$ cat config.mk
export PLATFORM = sky130hd
export DESIGN_NAME = plyvx_front
export DESIGN_NICKNAME = d
export VERILOG_FILES = /design/src/sv/plyvx_pkg.sv /design/src/sv/plyvx_front.sv
export SDC_FILE = /design/constraint.sdc
export NUM_CORES = 1
export LEC_CHECK = 0
export BUFFER_PORTS_ARGS = -buffer_cell sky130_fd_sc_hd__buf_2
export CORE_AREA = 3 3 187 189
export CTS_CLUSTER_SIZE = 20
export DETAILED_ROUTE_END_ITERATION = 8
export DIE_AREA = 0 0 190 192
export SLEW_MARGIN = 10
export SYNTH_ARGS = -nofsm -noshare
export SYNTH_HDL_FRONTEND = slang
export SYNTH_SLANG_ARGS = --single-unit
export TNS_END_PERCENT = 50
$ cat constraint.sdc
create_clock -name clk -period 11 [get_ports clk]
set_clock_uncertainty 0.1 [all_clocks]
set_input_delay 1.1 -clock clk [delete_from_list [all_inputs] [get_ports clk]]
set_output_delay 1.1 -clock clk [all_outputs]
set_load 0.03 [all_outputs]
$ cat src/sv/plyvx_pkg.sv
// ----------------------------------------------------------------------------
// plyvx_pkg: shared types and constants for the PLY vertex record extractor
// Register indexes, point record type, binary32 multiply helpers.
// ----------------------------------------------------------------------------
package plyvx_pkg;

	localparam int RegIdxW = 3;
	localparam logic [RegIdxW-1:0] REG_RECORD_LENGTH = 3'd0;
	localparam logic [RegIdxW-1:0] REG_X_OFFSET      = 3'd1;
	localparam logic [RegIdxW-1:0] REG_Y_OFFSET      = 3'd2;
	localparam logic [RegIdxW-1:0] REG_Z_OFFSET      = 3'd3;
	localparam logic [RegIdxW-1:0] REG_COLOR_OFFSETS = 3'd4;
	localparam logic [RegIdxW-1:0] REG_FORMAT_FLAGS  = 3'd5;
	localparam logic [RegIdxW-1:0] REG_SCALE         = 3'd6;
	localparam logic [RegIdxW-1:0] REG_POINT_COUNT   = 3'd7;

	localparam int CfgW = 32;
	localparam int QueueDepth = 4;
	localparam logic [31:0] QNAN = 32'h7FC00000;

	// captured record handed from front to back
	typedef struct packed {
		logic [31:0] x;
		logic [31:0] y;
		logic [31:0] z;
		logic [31:0] scale;
		logic [7:0]  red;
		logic [7:0]  green;
		logic [7:0]  blue;
		logic        last;
	} rec_t;

	// unpacked operand after first multiply stage
	typedef struct packed {
		logic        sign;
		logic        nan;
		logic        inf;
		logic        zero;
		logic signed [10:0] exp;   // unbiased-ish exponent sum, biased form
		logic [47:0] prod;
	} fmul_mid_t;

	function automatic logic [4:0] lzc24(input logic [23:0] v);
		logic [4:0] n;
		logic       found;
		n = 5'd0;
		found = 1'b0;
		for (int i = 23; i >= 0; i--) begin
			if (!found && v[i]) begin
				found = 1'b1;
				n = 5'(23 - i);
			end
		end
		return found ? n : 5'd24;
	endfunction

endpackage

$ cat src/sv/plyvx_front.sv
// ----------------------------------------------------------------------------
// plyvx_front: byte sequencer and record capture
// Tracks position in the record, fills capture words, issues one record
// per completed vertex into the queue.
// ----------------------------------------------------------------------------
module plyvx_front import plyvx_pkg::*; (
	input  logic        clk,
	input  logic        arst_n,
	input  logic [7:0]  in_byte,
	input  logic        in_valid,
	output logic        in_ready,
	input  logic [7:0]  record_length,
	input  logic [7:0]  x_offset,
	input  logic [7:0]  y_offset,
	input  logic [7:0]  z_offset,
	input  logic [23:0] color_offsets,
	input  logic [1:0]  format_flags,
	input  logic [31:0] scale,
	input  logic [31:0] point_count,
	output rec_t        rec,
	output logic        rec_valid,
	input  logic        rec_ready
);

	logic [7:0]  pos_q;
	logic [31:0] done_q;
	logic [31:0] x_q, y_q, z_q;
	logic [23:0] col_q;
	logic [31:0] x_n, y_n, z_n;
	logic [23:0] col_n;
	logic        active, is_end, take;

	function automatic logic [31:0] lane_put(input logic [31:0] w, input logic [7:0] p,
		input logic [7:0] off, input logic [7:0] b, input logic swap);
		logic [7:0]  k;
		logic [1:0]  l;
		logic [31:0] r;
		k = p - off;
		l = swap ? 2'(3 - k[1:0]) : k[1:0];
		r = w;
		if (p >= off && k < 8'd4)
			r[l*8 +: 8] = b;
		return r;
	endfunction

	assign active = done_q < point_count;
	assign is_end = pos_q == 8'(record_length - 8'd1);
	// an idle (done) byte is simply consumed
	assign in_ready = !active || !is_end || rec_ready;
	assign take = in_valid && in_ready && active;

	always_comb begin
		x_n = lane_put(x_q, pos_q, x_offset, in_byte, format_flags[0]);
		y_n = lane_put(y_q, pos_q, y_offset, in_byte, format_flags[0]);
		z_n = lane_put(z_q, pos_q, z_offset, in_byte, format_flags[0]);
		col_n = col_q;
		for (int c = 0; c < 3; c++) begin
			if (pos_q == color_offsets[c*8 +: 8])
				col_n[c*8 +: 8] = in_byte;
		end
	end

	always_ff @(posedge clk or negedge arst_n) begin
		if (!arst_n) begin
			pos_q <= '0;
			done_q <= '0;
			x_q <= '0;
			y_q <= '0;
			z_q <= '0;
			col_q <= '0;
		end else if (take) begin
			x_q <= x_n;
			y_q <= y_n;
			z_q <= z_n;
			col_q <= col_n;
			if (is_end) begin
				pos_q <= '0;
				done_q <= done_q + 32'd1;
			end else begin
				pos_q <= pos_q + 8'd1;
			end
		end
	end

	assign rec_valid = take && is_end;
	always_comb begin
		rec.x = x_n;
		rec.y = y_n;
		rec.z = z_n;
		rec.scale = scale;
		rec.red   = format_flags[1] ? col_n[7:0]   : 8'hFF;
		rec.green = format_flags[1] ? col_n[15:8]  : 8'hFF;
		rec.blue  = format_flags[1] ? col_n[23:16] : 8'hFF;
		rec.last = (done_q + 32'd1) == point_count;
	end

endmodule

* Yosys cells after proc, flatten, opt, wreduce, memory -nomap -nowiden
Index checks and enable logic that the tools add are counted.
Operators by class: add/sub/neg operators 12, magnitude comparators 7, equality and inequality tests 5, shift-type cells 6, multiplexer cells 16, reductions and logical operators 11
Operators with widths (number):
- $neg 5->34 | 3
- $shift 8x34->32 const A | 3
- $shiftx 8x34->32 | 3
- $bwmux 32 | 3
- $mux 32 | 3
- $mux 8 | 7
- $add 32x1->32 const B | 1
- $eq 32x32->1 | 1
- $eq 8x8->1 | 4
- $lt 32x32->1 | 1
- $ge 8x8->1 | 3
- $lt 8x3->1 const B | 3
- $sub 8x8->8 | 3
- $add 8x1->8 const B | 1
- $sub 8x1->8 const B | 1
- $logic_and 1x1->1 | 6
- $mux 2 | 3
- $sub 2x2->2 const A | 3
- $logic_not 1->1 | 2
- $logic_or 1x1->1 | 2
- $reduce_and 2->1 | 1
Storage, ports and cells: flip-flop bits (word level) 160, input bits 134, output and inout bits 155, word-level logic and storage cells 63

* Depth between registers and ports, before layout
word-level depth 8, mapped depth 12, depth with buffers taken out 10

* Worst setup path before layout
No wires, ideal clock.
kind in2out, start input port x_offset[0], end output port rec[121] in the netlist's numbering, data arrival time 3453 ps, data required time 9800 ps, slack 6347 ps, stages 10, path buffers 1, cells stage by stage ha_1 > fa_1 > a21bo_2 > a21oi_1 > o221ai_1 > o2111ai_1 > nor4bb_1 > clkbuf_1 > nand2_1 > mux2_2
RTL lines:
- from (decl) | RTL line plyvx_front.sv:13 | input logic [7:0] x_offset,
- to (decl) | RTL line plyvx_front.sv:20 | output rec_t rec,

==> out/qor.yml <==
initial_utilization_pct: 37.8
route.detailed.drc: 0
synth.yosys.warnings: 0
antenna_left: 0
cp_slowest_cell: "dfrtp_1"
vias: 10086
ff2ff_setup_slack_ns: 6.90
post_drt_wl_per_cell_um: 18.9
cts_tree: "yes"
cp_max_fo: 9
placedCellCount: 1891
maxCapViolations: 0
clk_pin_slew_ns: 0.07
place_congestion: 0.913
slew_headroom_pct: 28.0
core_area_um2: 33400
worst_r2r_endpoint: "y_q[21]"
nFillCells: 3249
fin_crit_ns: 5.58
clock-sinks: 160
grt_pass1_wl_mm: 56.5
rsz0062_at_grt: "no"
whs_path_depth: 1
root_buffer: "clkbuf_16"
leakagePower_nw: 7.69
synth_area_um2: 12600
wl_mm: 36.4
cpPeakStageDelay_ns: 0.62
arrival_ns: 4.38
min_to: "x_q[9]"
die_w_um: 190
crit_buf_inv: 3
final_cell_mix: "buf_2, mux2_2, dfrtp_1, and2_1, inv_1"
r2r_cells: 10
whs_ns: 0.401
end_kind: "output port"
place_hpwl_mm: 27.3
finalMaxSlewViolations: 0
min_path_type: "reg -> reg"
path_delay_family: "simple AND/OR/NAND/NOR gates"
seq_area_frac_synth_pct: 31.7
io_pins: 289
postSynthCellCount: 1281
cts_setup_buffers: 0
finish.utilization_pct: 43.7
yosys.cell_types.count: 70
viasPerCell: 5.24
setup_tns_ns: 0
setup_viol: 0
synth_area_leaders: "dfrtp_1, mux2_2, ha_1"
pwr_density_cell_nw_per_um2: 146
post-route-cell-area_um2: 14600
grt_pass1_vias: 10176
grt_overflow: 0
synth_top_area_share_pct: 31.7
ys_seq_elements: 160
yosys.area.top_type: "dfrtp_1"
antenna_found_initial: 7
syn_area_per_cell_um2: 9.86
outcome: "finished clean"
start_kind: "flip-flop"
synth_edf_count: 0
die-area_um2: 36500
clockBufferDepth: 2
grt_usage_pct: 19.9
first_pass_iters: 5
required_ns: 9.80
area_growth_pct: 15.8
min_from: "x_q[9]"
cts_hold_buf: 0
drt_iter0_markers: 503
die_y_um: 192
worstMarginPinSlew_ns: 1.07
critPathKind: "reg -> out"
layout.cells.non_filler: 1926
clk_latency_ns: 0.43
final_min_period_over_clock_period_pct: 50.7
ir_drop_mv: 0.108
register_area_um2: 4000
synth-main-ff-cell: "dfrtp_1"
final_common_cell: "buf_2"
portBuffers: 224
timing.rr.start: "pos_q[0]"
hold_viol: 0
grt_max_degree: 98
post_cts_resized: 0
max_freq_mhz: 179
postSynth.asyncResetShare_pct: 100
numCtsBuffers: 17
synth_nets: 1492
rows: 67
layout.nets: 1673
drive_gt1_share_pct: 34.6
post_dp_cell_area_um2: 14000
startpoint: "pos_q[0]"
htreeDepth: 4
multiInputGateArea_um2: 7920
crit_chain: "inv_1, ha_1, fa_1, o21ai_0, nor4b_1, o2111ai_1, nor4bb_2, buf_4, nand2_1, mux2_2, buf_2"
-- worst reg2reg max path, cell delays in order, from the launching register on --
cell and delay, ns:
dfrtp_1 0.62, inv_1 0.22, ha_1 0.26, fa_1 0.38, nor2b_1 0.17, a22oi_1 0.11
or4_1 0.53, a221oi_2 0.35, nand2_1 0.37, nor2_2 0.48, mux2_2 0.39
-- worst max-delay path by stage --
stage,cells after the start,slack [ns],endpoint
6_report,11,5.42,rec[130]
5_1_grt,11,5.15,rec[133]
4_1_cts,10,5.35,rec[133]
3_5_place_dp,11,5.57,rec[133]
3_3_place_gp,11,5.63,rec[130]
2_1_floorplan,10,6.35,rec[121]
-- state kept, by name, indices dropped and copies added (netlist names) --
| register | count |
|---|---|
| pos_q | 8 |
| col_q | 24 |
| y_q | 32 |
| z_q | 32 |
| done_q | 32 |
| x_q | 32 |
-- routing by layer --
metal / vias up / wire length, µm / GRT usage (%) / share of wire, %
met5: - / 69 / 0 / 0.19
met4: 10 / 643 / 5.83 / 1.8
met3: 50 / 2450 / 5.69 / 6.7
met2: 260 / 17500 / 32.6 / 48
met1: 4920 / 15700 / 25.5 / 43
li1: 4846 / - / - / -
-- final cells by class --
| class | instances | share of cell area (%) |
|---|---|---|
| tap | 448 | 3.83 |
| timing repair buffer | 228 | 7.91 |
| sequential | 160 | 27.4 |
| antenna | 3 | 0.0513 |
| multi-input combinational | 965 | 54.1 |
| clock inverter | 11 | 1.22 |
| clock buffer | 21 | 3.15 |
| inverter | 90 | 2.31 |
-- cell families after synthesis --
kind of cell             synth area share, %
AO/OA/AOI/OAI                           7.50
AND/OR/NAND/NOR                         17.7
XOR/XNOR                                7.76
flip-flops                              31.7
multiplexers                            21.8
adder cells (fa/ha/maj)                 7.88
buffers and inverters                   5.66
-- power by group --
group / switching (mW) / total, mW / internal, mW
Clock: 0.258 / 0.653 / 0.395
Combinational: 0.465 / 0.784 / 0.320
Sequential: 0.0739 / 0.702 / 0.628
-- stage by stage --
stage	power (mW)	worst slack [ns]
2_1_floorplan	1.29	6.35
3_3_place_gp	1.48	5.63
3_5_place_dp	1.50	5.57
4_1_cts	2.16	5.35
5_1_grt	2.29	5.15
6_report	2.14	5.42
-- synth_stat cells (all sizes together), types with 3 or more instances --
library cell	number
a21o	7
o21ai	33
mux2	218
a221o	3
dfrtp	160
nor3b	11
nor3	25
nor2b	10
buf	38
nand3	35
a21oi	31
a211oi	6
or3	7
inv	90
clkbuf	28
nand4	21
o31ai	4
nor4	16
or4	4
o221ai	3
nand2b	11
ha	74
nor2	54
o2111ai	7
fa	3
mux2i	30
and4	7
xor2	56
o21a	5
and3	15
o211ai	6
a2111oi	3
xnor2	56
nand2	67
and2	100
Note: power is estimated with default switching activity, not from simulation.
