===== src/sv/plyvx_pkg.sv =====
// ----------------------------------------------------------------------------
// plyvx_pkg: shared types and constants for the PLY vertex record extractor
// Register indexes, point record type, binary32 multiply helpers.
// ----------------------------------------------------------------------------
package plyvx_pkg;

	localparam int RegIdxW = 3;
	localparam logic [RegIdxW-1:0] REG_RECORD_LENGTH = 3'd0;
	localparam logic [RegIdxW-1:0] REG_X_OFFSET      = 3'd1;
	localparam logic [RegIdxW-1:0] REG_Y_OFFSET      = 3'd2;
	localparam logic [RegIdxW-1:0] REG_Z_OFFSET      = 3'd3;
	localparam logic [RegIdxW-1:0] REG_COLOR_OFFSETS = 3'd4;
	localparam logic [RegIdxW-1:0] REG_FORMAT_FLAGS  = 3'd5;
	localparam logic [RegIdxW-1:0] REG_SCALE         = 3'd6;
	localparam logic [RegIdxW-1:0] REG_POINT_COUNT   = 3'd7;

	localparam int CfgW = 32;
	localparam int QueueDepth = 4;
	localparam logic [31:0] QNAN = 32'h7FC00000;

	// captured record handed from front to back
	typedef struct packed {
		logic [31:0] x;
		logic [31:0] y;
		logic [31:0] z;
		logic [31:0] scale;
		logic [7:0]  red;
		logic [7:0]  green;
		logic [7:0]  blue;
		logic        last;
	} rec_t;

	// unpacked operand after first multiply stage
	typedef struct packed {
		logic        sign;
		logic        nan;
		logic        inf;
		logic        zero;
		logic signed [10:0] exp;   // unbiased-ish exponent sum, biased form
		logic [47:0] prod;
	} fmul_mid_t;

	function automatic logic [4:0] lzc24(input logic [23:0] v);
		logic [4:0] n;
		logic       found;
		n = 5'd0;
		found = 1'b0;
		for (int i = 23; i >= 0; i--) begin
			if (!found && v[i]) begin
				found = 1'b1;
				n = 5'(23 - i);
			end
		end
		return found ? n : 5'd24;
	endfunction

endpackage


===== src/sv/plyvx_queue.sv =====
// ----------------------------------------------------------------------------
// plyvx_queue: small record FIFO between front and back
// Register-based FIFO; full/empty from an occupancy count.
// ----------------------------------------------------------------------------
module plyvx_queue import plyvx_pkg::*; #(
	parameter int Depth = QueueDepth
) (
	input  logic clk,
	input  logic arst_n,
	input  rec_t wr_data,
	input  logic wr_valid,
	output logic wr_ready,
	output rec_t rd_data,
	output logic rd_valid,
	input  logic rd_ready
);

	localparam int AW = $clog2(Depth);

	rec_t          mem_q [Depth];
	logic [AW-1:0] wp_q, rp_q;
	logic [AW:0]   cnt_q;
	logic          wr, rd;

	assign wr_ready = cnt_q != (AW+1)'(Depth);
	assign rd_valid = cnt_q != '0;
	assign wr = wr_valid && wr_ready;
	assign rd = rd_valid && rd_ready;
	assign rd_data = mem_q[rp_q];

	always_ff @(posedge clk) begin
		if (wr)
			mem_q[wp_q] <= wr_data;
	end

	always_ff @(posedge clk or negedge arst_n) begin
		if (!arst_n) begin
			wp_q <= '0;
			rp_q <= '0;
			cnt_q <= '0;
		end else begin
			if (wr)
				wp_q <= (wp_q == AW'(Depth-1)) ? '0 : wp_q + AW'(1);
			if (rd)
				rp_q <= (rp_q == AW'(Depth-1)) ? '0 : rp_q + AW'(1);
			if (wr && !rd)
				cnt_q <= cnt_q + (AW+1)'(1);
			else if (rd && !wr)
				cnt_q <= cnt_q - (AW+1)'(1);
		end
	end

endmodule


===== config.mk =====
export PLATFORM = sky130hd
export DESIGN_NAME = plyvx_queue
export DESIGN_NICKNAME = d
export VERILOG_FILES = /design/src/sv/plyvx_pkg.sv /design/src/sv/plyvx_queue.sv
export SDC_FILE = /design/constraint.sdc
export NUM_CORES = 1
export LEC_CHECK = 0
export BUFFER_PORTS_ARGS = -buffer_cell sky130_fd_sc_hd__buf_2
export CELL_PAD_IN_SITES_DETAIL_PLACEMENT = 0
export CELL_PAD_IN_SITES_GLOBAL_PLACEMENT = 1
export CORE_MARGIN = 8
export CORE_UTILIZATION = 52
export CTS_BUF_LIST = sky130_fd_sc_hd__clkbuf_4
export DETAILED_ROUTE_END_ITERATION = 6
export PLACE_DENSITY_LB_ADDON = 0.1
export SYNTH_ARGS = -nofsm -noshare
export SYNTH_HDL_FRONTEND = slang
export SYNTH_SLANG_ARGS = --single-unit

===== constraint.sdc =====
create_clock -name clk -period 4.1 [get_ports clk]
set_input_delay 0.205 -clock clk [delete_from_list [all_inputs] [get_ports clk]]
set_output_delay 0.205 -clock clk [all_outputs]
set_load 0.01 [all_outputs]

# Word level (Yosys, flattened, before mapping)
# Memories as Yosys holds them, arrays and structs flattened.
# Cells that the tools add are included.
# Widths: inputs -> output; s select.
# classes
eq_ne	3
reduce_logical	8
mux	6
addsub	4
# ops
op	count
$mux 3	2
$add 2x1->2 const B	2
$eq 2x2->1 const B	2
$logic_and 1x1->1	4
$mux 2	2
$add 3x1->3 const B	1
$ne 3x3->1 const B	1
$reduce_bool 3->1	1
$sub 3x1->3 const B	1
$logic_not 1->1	2
$mux 1	2
$reduce_bool 2->1	1
# totals
wordCells	25
mem_bits_rw	612
mem_count	1
out_inout_bits	155
regBits	7
# memory_table
name	depth	width	read_ports	rd_clocked_by_memory_dff	write_ports	line	text
mem_q	4	153	1	0	1	plyvx_queue.sv:20	rec_t mem_q [Depth];

# Depth between registers and ports, before layout
# Gate-level depths: netlist (run 1).
# depth
depth_word	6
ltp_mapped	8
depth_no_buf	8

# Worst setup path after synthesis (run 1)
# OpenSTA, ideal clock, no wires.
# synth_path
path_kind	register to register
startpoint	reg cnt_q[2]
endpoint	mem mem_q[0][0] (netlist bit), enable pin
t_arrival_ns	2.547
setup_time_ns	0.445
path_slack_ns	1.108
synth_period_minus_slack_ns	2.992
required_time_ns	3.655
n_path_buf	0
stages_incl_launch_ff	3
path_cell_list	dfrtp_1 or3b_4 and3_2
# synth_between
elab_chain_cells	4
# synth_lines
item	line	text
start: declaration	plyvx_queue.sv:22	logic [AW:0] cnt_q;
start signal: assignment	plyvx_queue.sv:47	cnt_q <= cnt_q + (AW+1)'(1);
start signal: assignment	plyvx_queue.sv:49	cnt_q <= cnt_q - (AW+1)'(1);
$ne 3x3->1	plyvx_queue.sv:25	assign wr_ready = cnt_q != (AW+1)'(Depth);
named net wr_ready	plyvx_queue.sv:12	output logic wr_ready,
$logic_and 1x1->1	plyvx_queue.sv:27	assign wr = wr_valid && wr_ready;
$mux 1	plyvx_queue.sv:32	if (wr)
$mux 1 (implied by the code)	plyvx_queue.sv:33	mem_q[wp_q] <= wr_data;
end: declaration	plyvx_queue.sv:20	
# The timed path passes the listed nets, and every way through them passes these cells.

==> flow_metrics.py, run 1 <==
metrics = {
    "floorplan": {
        "dieHeight_um": 224,
        "coreArea_sq_um": 42900,
        "row_count": 76,
        "die_w_um": 224,
        "dieArea_sq_um": 50100,
        "initial_utilization_pct": 52.4,
        "num_io_pins": 312,
    },
    "route": {
        "wl_per_cell_um": 21.2,
        "detail-route-antenna-nets": 0,
        "drt_first_pass_iters": 4,
        "drt_iter0_markers": 684,
        "vias": 11700,
        "drc": 0,
        "vias_per_cell": 5.10,
        "route.final.wire_length_mm": 48.7,
    },
    "synth": {
        "syn_nets": 999,
        "synth_top_area_cell": "edfxtp_1",
        "synth-edff-count": 612,
        "ys_top_cells_by_count": "edfxtp_1 (612), mux4_2 (153), buf_4 (15)",
        "avgSynthCellArea_sq_um": 26.9,
        "yosysMostFrequentCell": "edfxtp_1",
        "ys_types": 20,
        "synth_top_area_share_pct": 81.8,
        "synthArstFlopShare_pct": 1.13,
        "synthCells": 835,
        "yosysWarnings": 0,
        "synth_ff_type": "edfxtp_1",
        "synth_area_sq_um": 22500,
        "synthTopCellsByArea": "edfxtp_1 (82%), mux4_2 (15%), dfrtp_1 (0.78%)",
        "synth-seq-cells": 619,
        "seq_area_frac_synth_pct": 82.6,
    },
    "pwr": {
        "p_per_area_nw_per_um2": 656,
        "peakVddDrop_mv": 0.418,
        "leakagePower_nw": 10.6,
        "power_frac_clock_pct": 25.2,
        "combPwrFrac_pct": 30.3,
        "switching_share_pct": 29.8,
        "p_int_mw": 13.7,
        "switching_power_mw": 5.83,
        "p_seq_share_pct": 44.5,
    },
    "sta": {
        "rsz0062_at_grt": "no",
        "fin_crit_sh_pct": 81.7,
        "max_slew_margin_pct": 37.7,
        "tightest_slew_ns": 0.934,
        "skew_ns": 0.0509,
        "period_minus_slack_ns": 3.35,
        "tns_ns": 0,
        "setup_viol": 0,
        "hold_viol_final": 0,
        "drv_slew": 0,
        "holdWs_ns": 0.290,
        "max_freq_mhz": 299,
    },
    "placed_design": {
        "portBuffers": 311,
        "dp_hpwl_mm": 27.0,
        "place.gp.congestion": 0.723,
        "dp.cells": 1714,
    },
    "clock_network": {
        "cts_buffers": 156,
        "cts.sinks": 619,
        "path_clk_slew_ns": 0.07,
        "h-tree-depth": 4,
        "cts.repair.resized": 0,
        "clockBufferDepth": 3,
        "clock_latency_ns": 0.94,
        "cts_tree": "built",
        "cts_root_buf": "clkbuf_4",
        "post-cts-setup-buffers": 0,
        "hold_buffers": 311,
    },
    "grt": {
        "antenna_found_initial": 10,
        "grt_overflow": 0,
        "grt_max_degree": 99,
        "top_usage_layer": "met2",
        "grtUsageMet1_pct": 23.8,
        "use_met2_pct": 31.5,
        "grt_pass1_wl_mm": 74.3,
        "met3_usage_pct": 8.11,
        "globalRouteTotalUtil_pct": 19.8,
        "grt_pass1_vias": 12900,
    },
    "cells_and_area": {
        "nets": 1762,
        "drive_above_1_share_pct": 43.1,
        "fin_cells": 2296,
        "syn2layout_area_growth_pct": 32.9,
    },
    "setup_path": {
        "crit_type": "register to output port",
        "crit_fanout": 41,
        "arrival_ns": 3.14,
        "required_ns": 3.89,
        "end_kind": "output port",
        "critPathLaunchType": "register",
    },
    "flow_run": {
        "maxCapViolations": 0,
    },
    "status": {
        "status": "completed",
    },
    "min_path": {
        "hold_class": "input port to async pin",
    },
}
==> sequential cells by signal (all words and copies together) (netlist names) <==
signal	flops
cnt_q	3
mem_q	612
rp_q	2
wp_q	2
==> cell type report <==
class,instances,area (sq um)
Timing Repair Buffer,639,4910
Sequential cell,619,18600
Inverter,3,11.3
Fill cell,2784,13000
Clock inverter,31,175
Clock buffer,228,1710
Tap cell,585,732
Antenna cell,12,30.0
Multi-Input combinational cell,179,3720
==> metal layers <==
layer	wire length, um	part of all wire, %
met3	3980	8.2
met2	24100	50
met5	32	0.066
met1	19300	40
met4	1220	2.5
==> layout by cell type, fill, tap and decap left out <==
cell and instances:
dfrtp_1 5, inv_2 3, nand2_1 1, ha_1 6, dlygate4sd3_1 311, xnor2_1 1, buf_12 9, xor2_1 2
fa_1 1, and2_4 1, clkinv_2 5, edfxtp_1 612, mux4_2 153, or3b_4 1, clkbuf_4 228, and3_4 4
mux2_4 2, buf_4 8, inv_1 3, diode_2 12, or3_2 1, bufinv_16 2, clkinv_1 21, buf_2 311
nor2_1 3, dfrtp_4 2, mux2_2 3
==> critical path: stages (launching register included) <==
cell and delay (ns):
dfrtp_4 0.99, buf_4 0.47, mux4_2 0.57, buf_2 0.16
==> cell families (layout without fill, tap and decap cells) <==
logic type | after synthesis | after routing | synth area share, %
buffers and inverters | 37 | 901 | 0.930
adder cells (fa/ha/maj) | 7 | 7 | 0.423
AND/OR/NAND/NOR | 11 | 11 | 0.323
XOR/XNOR | 3 | 3 | 0.117
multiplexers | 158 | 158 | 15.6
flip-flops | 619 | 619 | 82.6
other | 0 | 12 | 0
==> power groups by stage <==
| stage | Clock (mW) | Combinational (mW) | Sequential [mW] |
|---|---|---|---|
| 4_1_cts | 5.10 | 6.10 | 8.74 |
| 2_1_floorplan | 0 | 3.68 | 8.73 |
| 5_1_grt | 5.42 | 6.38 | 8.83 |
| 3_5_place_dp | 0 | 5.85 | 8.87 |
| 3_3_place_gp | 0 | 5.86 | 8.82 |
| 6_report | 4.93 | 5.93 | 8.71 |
==> worst paths after layout <==
kind | from | end | slack (ns) | cells after the start
min | arst_n | rp_q[0]$_DFFE_PN0P_ | 0.29 | 3
min in group clk | rd_ready | rp_q[0]$_DFFE_PN0P_ | 0.30 | 4
min reg2reg | cnt_q[2]$_DFFE_PN0P_ | cnt_q[2]$_DFFE_PN0P_ | 0.48 | 1
max in group asynchronous | arst_n | rp_q[1]$_DFFE_PN0P_ | 3.50 | 3
max | rp_q[0]$_DFFE_PN0P_ | rd_data[18] | 0.75 | 3
max reg2reg | cnt_q[1]$_DFFE_PN0P_ | cnt_q[2]$_DFFE_PN0P_ | 1.82 | 8
==> metrics by stage <==
stage	area (sq um)	power, mW	util [%]	worst slack [ns]
2_1_floorplan	22500	12.4	-	1.11
3_3_place_gp	24800	14.7	57.9	1.62
3_5_place_dp	24800	14.7	57.9	1.62
4_1_cts	29800	19.9	69.5	0.502
5_1_grt	29800	20.6	69.6	0.446
6_report	29800	19.6	69.6	0.751
Power figures use the tool's default switching activity.
==> inputs of run 2 (changes only) <==
--- a/config.mk
+++ b/config.mk
@@ -9,7 +9,7 @@
 export CELL_PAD_IN_SITES_DETAIL_PLACEMENT = 0
 export CELL_PAD_IN_SITES_GLOBAL_PLACEMENT = 1
 export CORE_MARGIN = 8
-export CORE_UTILIZATION = 52
+export CORE_UTILIZATION = 47
 export CTS_BUF_LIST = sky130_fd_sc_hd__clkbuf_4
 export DETAILED_ROUTE_END_ITERATION = 6
 export PLACE_DENSITY_LB_ADDON = 0.1
==> constraint.sdc (replaced) <==
create_clock -name clk -period 2.9 [get_ports clk]
set_input_delay 0.145 -clock clk [delete_from_list [all_inputs] [get_ports clk]]
set_output_delay 0.145 -clock clk [all_outputs]
set_load 0.01 [all_outputs]
==> flow_metrics.py, run 2 (synthesis gave the netlist of run 1 again) <==
metrics = {
    "setup_path": {
        "cp_slowest_cell": "mux4_2",
        "crit_end": "rd_data[28]",
        "end_kind": "output port",
        "crit_buf_inv": 3,
        "worst_path_largest_cell_delay_ns": 0.56,
        "path_depth": 4,
        "worstPathCellList": "buf_12, buf_12, mux4_2, buf_2",
        "crit_start": "rp_q[0]$_DFFE_PN0P_",
        "arrival_ns": 2.54,
        "required_ns": 2.76,
        "rrSetupSlack_ns": 0.71,
        "crit_fanout": 21,
        "cp_common_cell": "buf_12",
        "crit_type": "register to output port",
        "r2r-end": "cnt_q[2]$_DFFE_PN0P_",
        "r2r_start": "cnt_q[1]$_DFFE_PN0P_",
        "r2r_cells": 8,
        "crit_family": "multiplexers",
        "critPathLaunchType": "register",
    },
    "clock_network": {
        "clock_latency_ns": 0.94,
        "path_clk_slew_ns": 0.06,
        "cts_tree": "built",
        "h-tree-depth": 4,
        "cts_root_buf": "clkbuf_4",
        "cts_buffers": 158,
        "cts.sinks": 619,
        "clockBufferDepth": 3,
    },
    "sta": {
        "max_slew_margin_pct": 58.3,
        "setup_viol": 0,
        "period_minus_slack_ns": 2.68,
        "max_freq_mhz": 373,
        "rsz0062_at_grt": "no",
        "hold_viol_final": 0,
        "holdWs_ns": 0.156,
        "drv_slew": 0,
        "fin_crit_sh_pct": 92.5,
        "skew_ns": 0.0316,
        "tightest_slew_ns": 0.625,
    },
    "placed_design": {
        "postPlaceCellArea_sq_um": 25100,
        "dp.cells": 1763,
        "portBuffers": 311,
        "dp_hpwl_mm": 29.9,
        "place.gp.congestion": 0.708,
    },
    "floorplan": {
        "dieHeight_um": 235,
        "initial_utilization_pct": 47.3,
        "die_w_um": 235,
        "dieArea_sq_um": 55100,
        "coreArea_sq_um": 47400,
        "row_count": 80,
        "num_io_pins": 312,
    },
    "route": {
        "drc": 0,
        "route.final.wire_length_mm": 49.8,
        "wl_per_cell_um": 21.2,
        "detail-route-antenna-nets": 0,
        "vias": 11800,
        "drt_first_pass_iters": 4,
        "vias_per_cell": 5.01,
        "drt_iter0_markers": 733,
    },
    "status": {
        "status": "completed",
    },
    "cells_and_area": {
        "seqCellArea_sq_um": 18600,
        "largest_reg_flops": 612,
        "syn2layout_area_growth_pct": 34.7,
        "fin_area_sq_um": 30300,
        "multi_input_area_sq_um": 3720,
        "final_cell_mix": "edfxtp_1 (612), buf_2 (311), dlygate4sd3_1 (310)",
        "utilization_pct": 63.8,
        "final_common_cell": "edfxtp_1",
        "fillers": 3402,
        "top_register": "mem_q",
        "nets": 1786,
        "reg.largest.list": "mem_q: 612 flops, cnt_q: 3 flops",
        "fin_cells": 2355,
        "drive_above_1_share_pct": 43.9,
    },
    "grt": {
        "grt_max_degree": 92,
        "antenna_found_initial": 3,
        "grt_overflow": 0,
        "globalRouteTotalUtil_pct": 18.4,
        "grt_pass1_wl_mm": 77.0,
        "grt_pass1_vias": 13200,
    },
    "pwr": {
        "leakagePower_nw": 10.8,
        "p_per_area_nw_per_um2": 939,
        "finalPower_mw": 28.4,
        "peakVddDrop_mv": 0.595,
    },
    "flow_run": {
        "maxCapViolations": 0,
    },
    "min_path": {
        "hold_class": "input port to async pin",
    },
}
[run 2: changes by cell type in the layout (fill, tap and decap cells not counted), sizes merged]
cell | before | now
buf | 328 | 351
diode | 12 | 7
inv | 6 | 9
bufinv | 2 | 4
clkinvlp | 0 | 2
dlygate4sd3 | 311 | 310
clkinv | 26 | 31
[run 2: worst min path at each step]
| stage | from | end | slack, ns | depth (start not counted) |
|---|---|---|---|---|
| 2_1_floorplan | arst_n | cnt_q[0]$_DFFE_PN0P_ | -0.15 | 0 |
| 3_3_place_gp | arst_n | cnt_q[0]$_DFFE_PN0P_ | -0.01 | 1 |
| 3_5_place_dp | arst_n | cnt_q[0]$_DFFE_PN0P_ | -0.01 | 1 |
| 4_1_cts | arst_n | cnt_q[2]$_DFFE_PN0P_ | 0.0006 | 3 |
| 5_1_grt | arst_n | cnt_q[2]$_DFFE_PN0P_ | 0.03 | 3 |
| 6_report | arst_n | cnt_q[1]$_DFFE_PN0P_ | 0.16 | 3 |
[run 2: worst reg2reg max path, stage by stage (launching register included)]
cell     delay [ns]
dfrtp_1        0.42
or3_2          0.51
nand2_1        0.14
ha_1           0.21
inv_1          0.06
fa_1           0.37
xor2_1         0.15
nor2_1         0.11
xor2_1         0.16
[run 2: per-stage QoR]
step                      setup TNS, ns  setup slack, ns
after global placement                0            0.713
after floorplan                  -56.57          -0.0925
after detailed placement              0            0.697
after CTS                             0           0.0278
final                                 0            0.217
after global routing                  0         0.000440
[run 2: cell type report]
cell class              instances  area share, %
clock buffers                 228           5.65
multi-input cells             179           12.3
diodes                          7         0.0579
flip-flops and latches        619           61.3
inverters                       3         0.0372
well taps                     615           2.54
repair buffers                661           17.2
clock inverters                43          0.913
[run 2: where the power goes]
part | switching, mW | internal (mW)
clock | 3.30 | 3.94
combinational | 4.74 | 4.20
sequential | 0.438 | 11.8
total | 8.48 | 19.9
[run 2: metal layers]
layer | global-route usage [%] | part of all wire (%) | vias up
li1 | - | - | 5331
met1 | 22.2 | 41 | 6055
met2 | 30.2 | 51 | 366
met3 | 7.56 | 7.1 | 58
met4 | 5.35 | 1.4 | 0
met5 | 0 | 0 | -
[run 2: what timing repair did]
item / in CTS / in global routing
endpoints found under the setup margin: 151 / 0
setup buffers: 4 / 0
hold endpoints to repair: 964 / 0
gates resized for setup: 2 / 0
hold buffers: 310 / 0
==> inputs of run 3 (changes only) <==
--- a/config.mk
+++ b/config.mk
@@ -8,6 +8,7 @@
 export BUFFER_PORTS_ARGS = -buffer_cell sky130_fd_sc_hd__buf_2
 export CELL_PAD_IN_SITES_DETAIL_PLACEMENT = 0
 export CELL_PAD_IN_SITES_GLOBAL_PLACEMENT = 1
+export CORE_ASPECT_RATIO = 1.25
 export CORE_MARGIN = 8
 export CORE_UTILIZATION = 47
 export CTS_BUF_LIST = sky130_fd_sc_hd__clkbuf_4
==> flow_metrics.py, run 3 (synthesis gave the netlist of run 1 again) <==
metrics = {
    "setup_path": {
        "cp_common_cell": "buf_12",
        "end_kind": "output port",
        "crit_type": "register to output port",
        "worst_path_largest_cell_delay_ns": 0.57,
        "worstPathCellList": "buf_12, buf_12, mux4_2, buf_2",
        "required_ns": 2.76,
        "crit_fanout": 38,
        "arrival_ns": 2.54,
        "critPathLaunchType": "register",
        "cp_slowest_cell": "mux4_2",
    },
    "floorplan": {
        "coreArea_sq_um": 47200,
        "num_io_pins": 312,
        "initial_utilization_pct": 47.6,
        "row_count": 89,
        "dieArea_sq_um": 55100,
        "dieHeight_um": 260,
        "die_w_um": 212,
    },
    "cells_and_area": {
        "largest_reg_flops": 612,
        "final_common_cell": "edfxtp_1",
        "fin_cells": 2322,
        "fillers": 3508,
        "reg.largest.list": "mem_q: 612 flops, cnt_q: 3 flops",
        "fin_area_sq_um": 29700,
        "syn2layout_area_growth_pct": 32.2,
        "final_cell_mix": "edfxtp_1 (612), buf_2 (311), dlygate4sd3_1 (282)",
        "top_register": "mem_q",
        "nets": 1750,
        "drive_above_1_share_pct": 44.3,
    },
    "pwr": {
        "peakVddDrop_mv": 0.595,
        "leakagePower_nw": 10.5,
        "finalPower_mw": 27.6,
        "p_per_area_nw_per_um2": 931,
    },
    "sta": {
        "skew_ns": 0.0324,
        "tns_ns": 0,
        "hold_viol_final": 0,
        "tightest_slew_ns": 0.611,
        "fin_crit_sh_pct": 92.6,
        "rsz0062_at_grt": "no",
        "drv_slew": 0,
        "setup_viol": 0,
        "max_slew_margin_pct": 59.3,
        "period_minus_slack_ns": 2.69,
        "max_freq_mhz": 372,
        "holdWs_ns": 0.0931,
    },
    "placed_design": {
        "postPlaceCellArea_sq_um": 25000,
        "portBuffers": 311,
        "dp.cells": 1783,
        "place.gp.congestion": 0.719,
        "dp_hpwl_mm": 30.3,
    },
    "min_path": {
        "hold_class": "input port to register",
    },
    "route": {
        "vias": 11700,
        "vias_per_cell": 5.02,
        "drc": 0,
        "drt_first_pass_iters": 6,
        "route.final.wire_length_mm": 50.0,
        "wl_per_cell_um": 21.5,
        "drt_iter0_markers": 472,
        "detail-route-antenna-nets": 0,
    },
    "clock_network": {
        "cts_root_buf": "clkbuf_4",
        "h-tree-depth": 4,
        "clockBufferDepth": 3,
        "clock_latency_ns": 0.83,
        "cts_tree": "built",
        "path_clk_slew_ns": 0.07,
        "cts.sinks": 619,
        "cts_buffers": 150,
    },
    "grt": {
        "top_usage_layer": "met2",
        "use_met2_pct": 31.6,
        "grt_overflow": 0,
        "grtUsageMet1_pct": 21.2,
        "globalRouteTotalUtil_pct": 18.4,
        "grt_pass1_vias": 12900,
        "grt_max_degree": 77,
        "met3_usage_pct": 6.16,
        "antenna_found_initial": 7,
        "grt_pass1_wl_mm": 75.7,
    },
    "status": {
        "status": "completed",
    },
    "flow_run": {
        "maxCapViolations": 0,
    },
}
==> run 3: cell types whose count changed in the layout (fill, tap and decap cells not counted), sizes merged <==
cell	change
clkinv	-12
clkbuf	-13
bufinv	-4
dlygate4sd3	-28
inv	+2
==> run 3: where the power goes <==
part | internal (mW) | switching (mW) | total, mW
clock network | 3.37 | 3.15 | 6.52
registers | 11.8 | 0.427 | 12.2
logic | 4.11 | 4.79 | 8.90
==> run 3: path summary, 6_finish.rpt <==
kind,start,endpoint,slack [ns],cells past startpoint
min reg2reg,cnt_q[2]$_DFFE_PN0P_,cnt_q[2]$_DFFE_PN0P_,0.49,1
min in group asynchronous,arst_n,cnt_q[1]$_DFFE_PN0P_,0.29,3
max reg2reg,cnt_q[1]$_DFFE_PN0P_,cnt_q[2]$_DFFE_PN0P_,0.71,8
max in group asynchronous,arst_n,rp_q[1]$_DFFE_PN0P_,2.32,3
min,wr_data[54],mem_q[0][54]$_DFFE_PP_,0.09,2
max,rp_q[0]$_DFFE_PN0P_,rd_data[19],0.21,4
==> run 3: per-stage QoR <==
step                      utilization (%)  setup WS (ns)
after floorplan                         -        -0.0925
after global routing                 62.9         0.0286
final                                62.9          0.214
after global placement               53.1          0.719
after detailed placement             53.1          0.713
after CTS                            62.9         0.0565
==> run 3: cell type report <==
| type | count | area (sq um) | share of cell area [%] |
|---|---|---|---|
| timing repair buffer | 633 | 4870 | 16.4 |
| inverter | 3 | 11.3 | 0.0379 |
| clock buffer | 215 | 1610 | 5.43 |
| tap | 637 | 797 | 2.68 |
| sequential | 619 | 18600 | 62.5 |
| antenna | 7 | 17.5 | 0.0590 |
| multi-input combinational | 179 | 3720 | 12.5 |
| clock inverter | 29 | 118 | 0.396 |
==> run 3: repair_timing <==
item | in CTS | in global routing
setup buffers | 6 | 0
gates resized for setup | 1 | 0
hold endpoints to repair | 722 | 0
hold buffers | 282 | 0
endpoints found under the setup margin | 137 | 0
==> run 3: per-layer routing <==
| metal | wire (um) | up-vias | part of all wire (%) |
|---|---|---|---|
| met1 | 19300 | 6010 | 39 |
| met3 | 3350 | 76 | 6.7 |
| li1 | - | 5245 | - |
| met4 | 989 | 2 | 2.0 |
| met5 | 13 | - | 0.026 |
| met2 | 26400 | 325 | 53 |
==> run 3: critical path, delay by kind of cell (launching register included) <==
kind,cells,cell delay (ns)
buffers and inverters,3,0.62
DFF,1,0.43
muxes,1,0.57
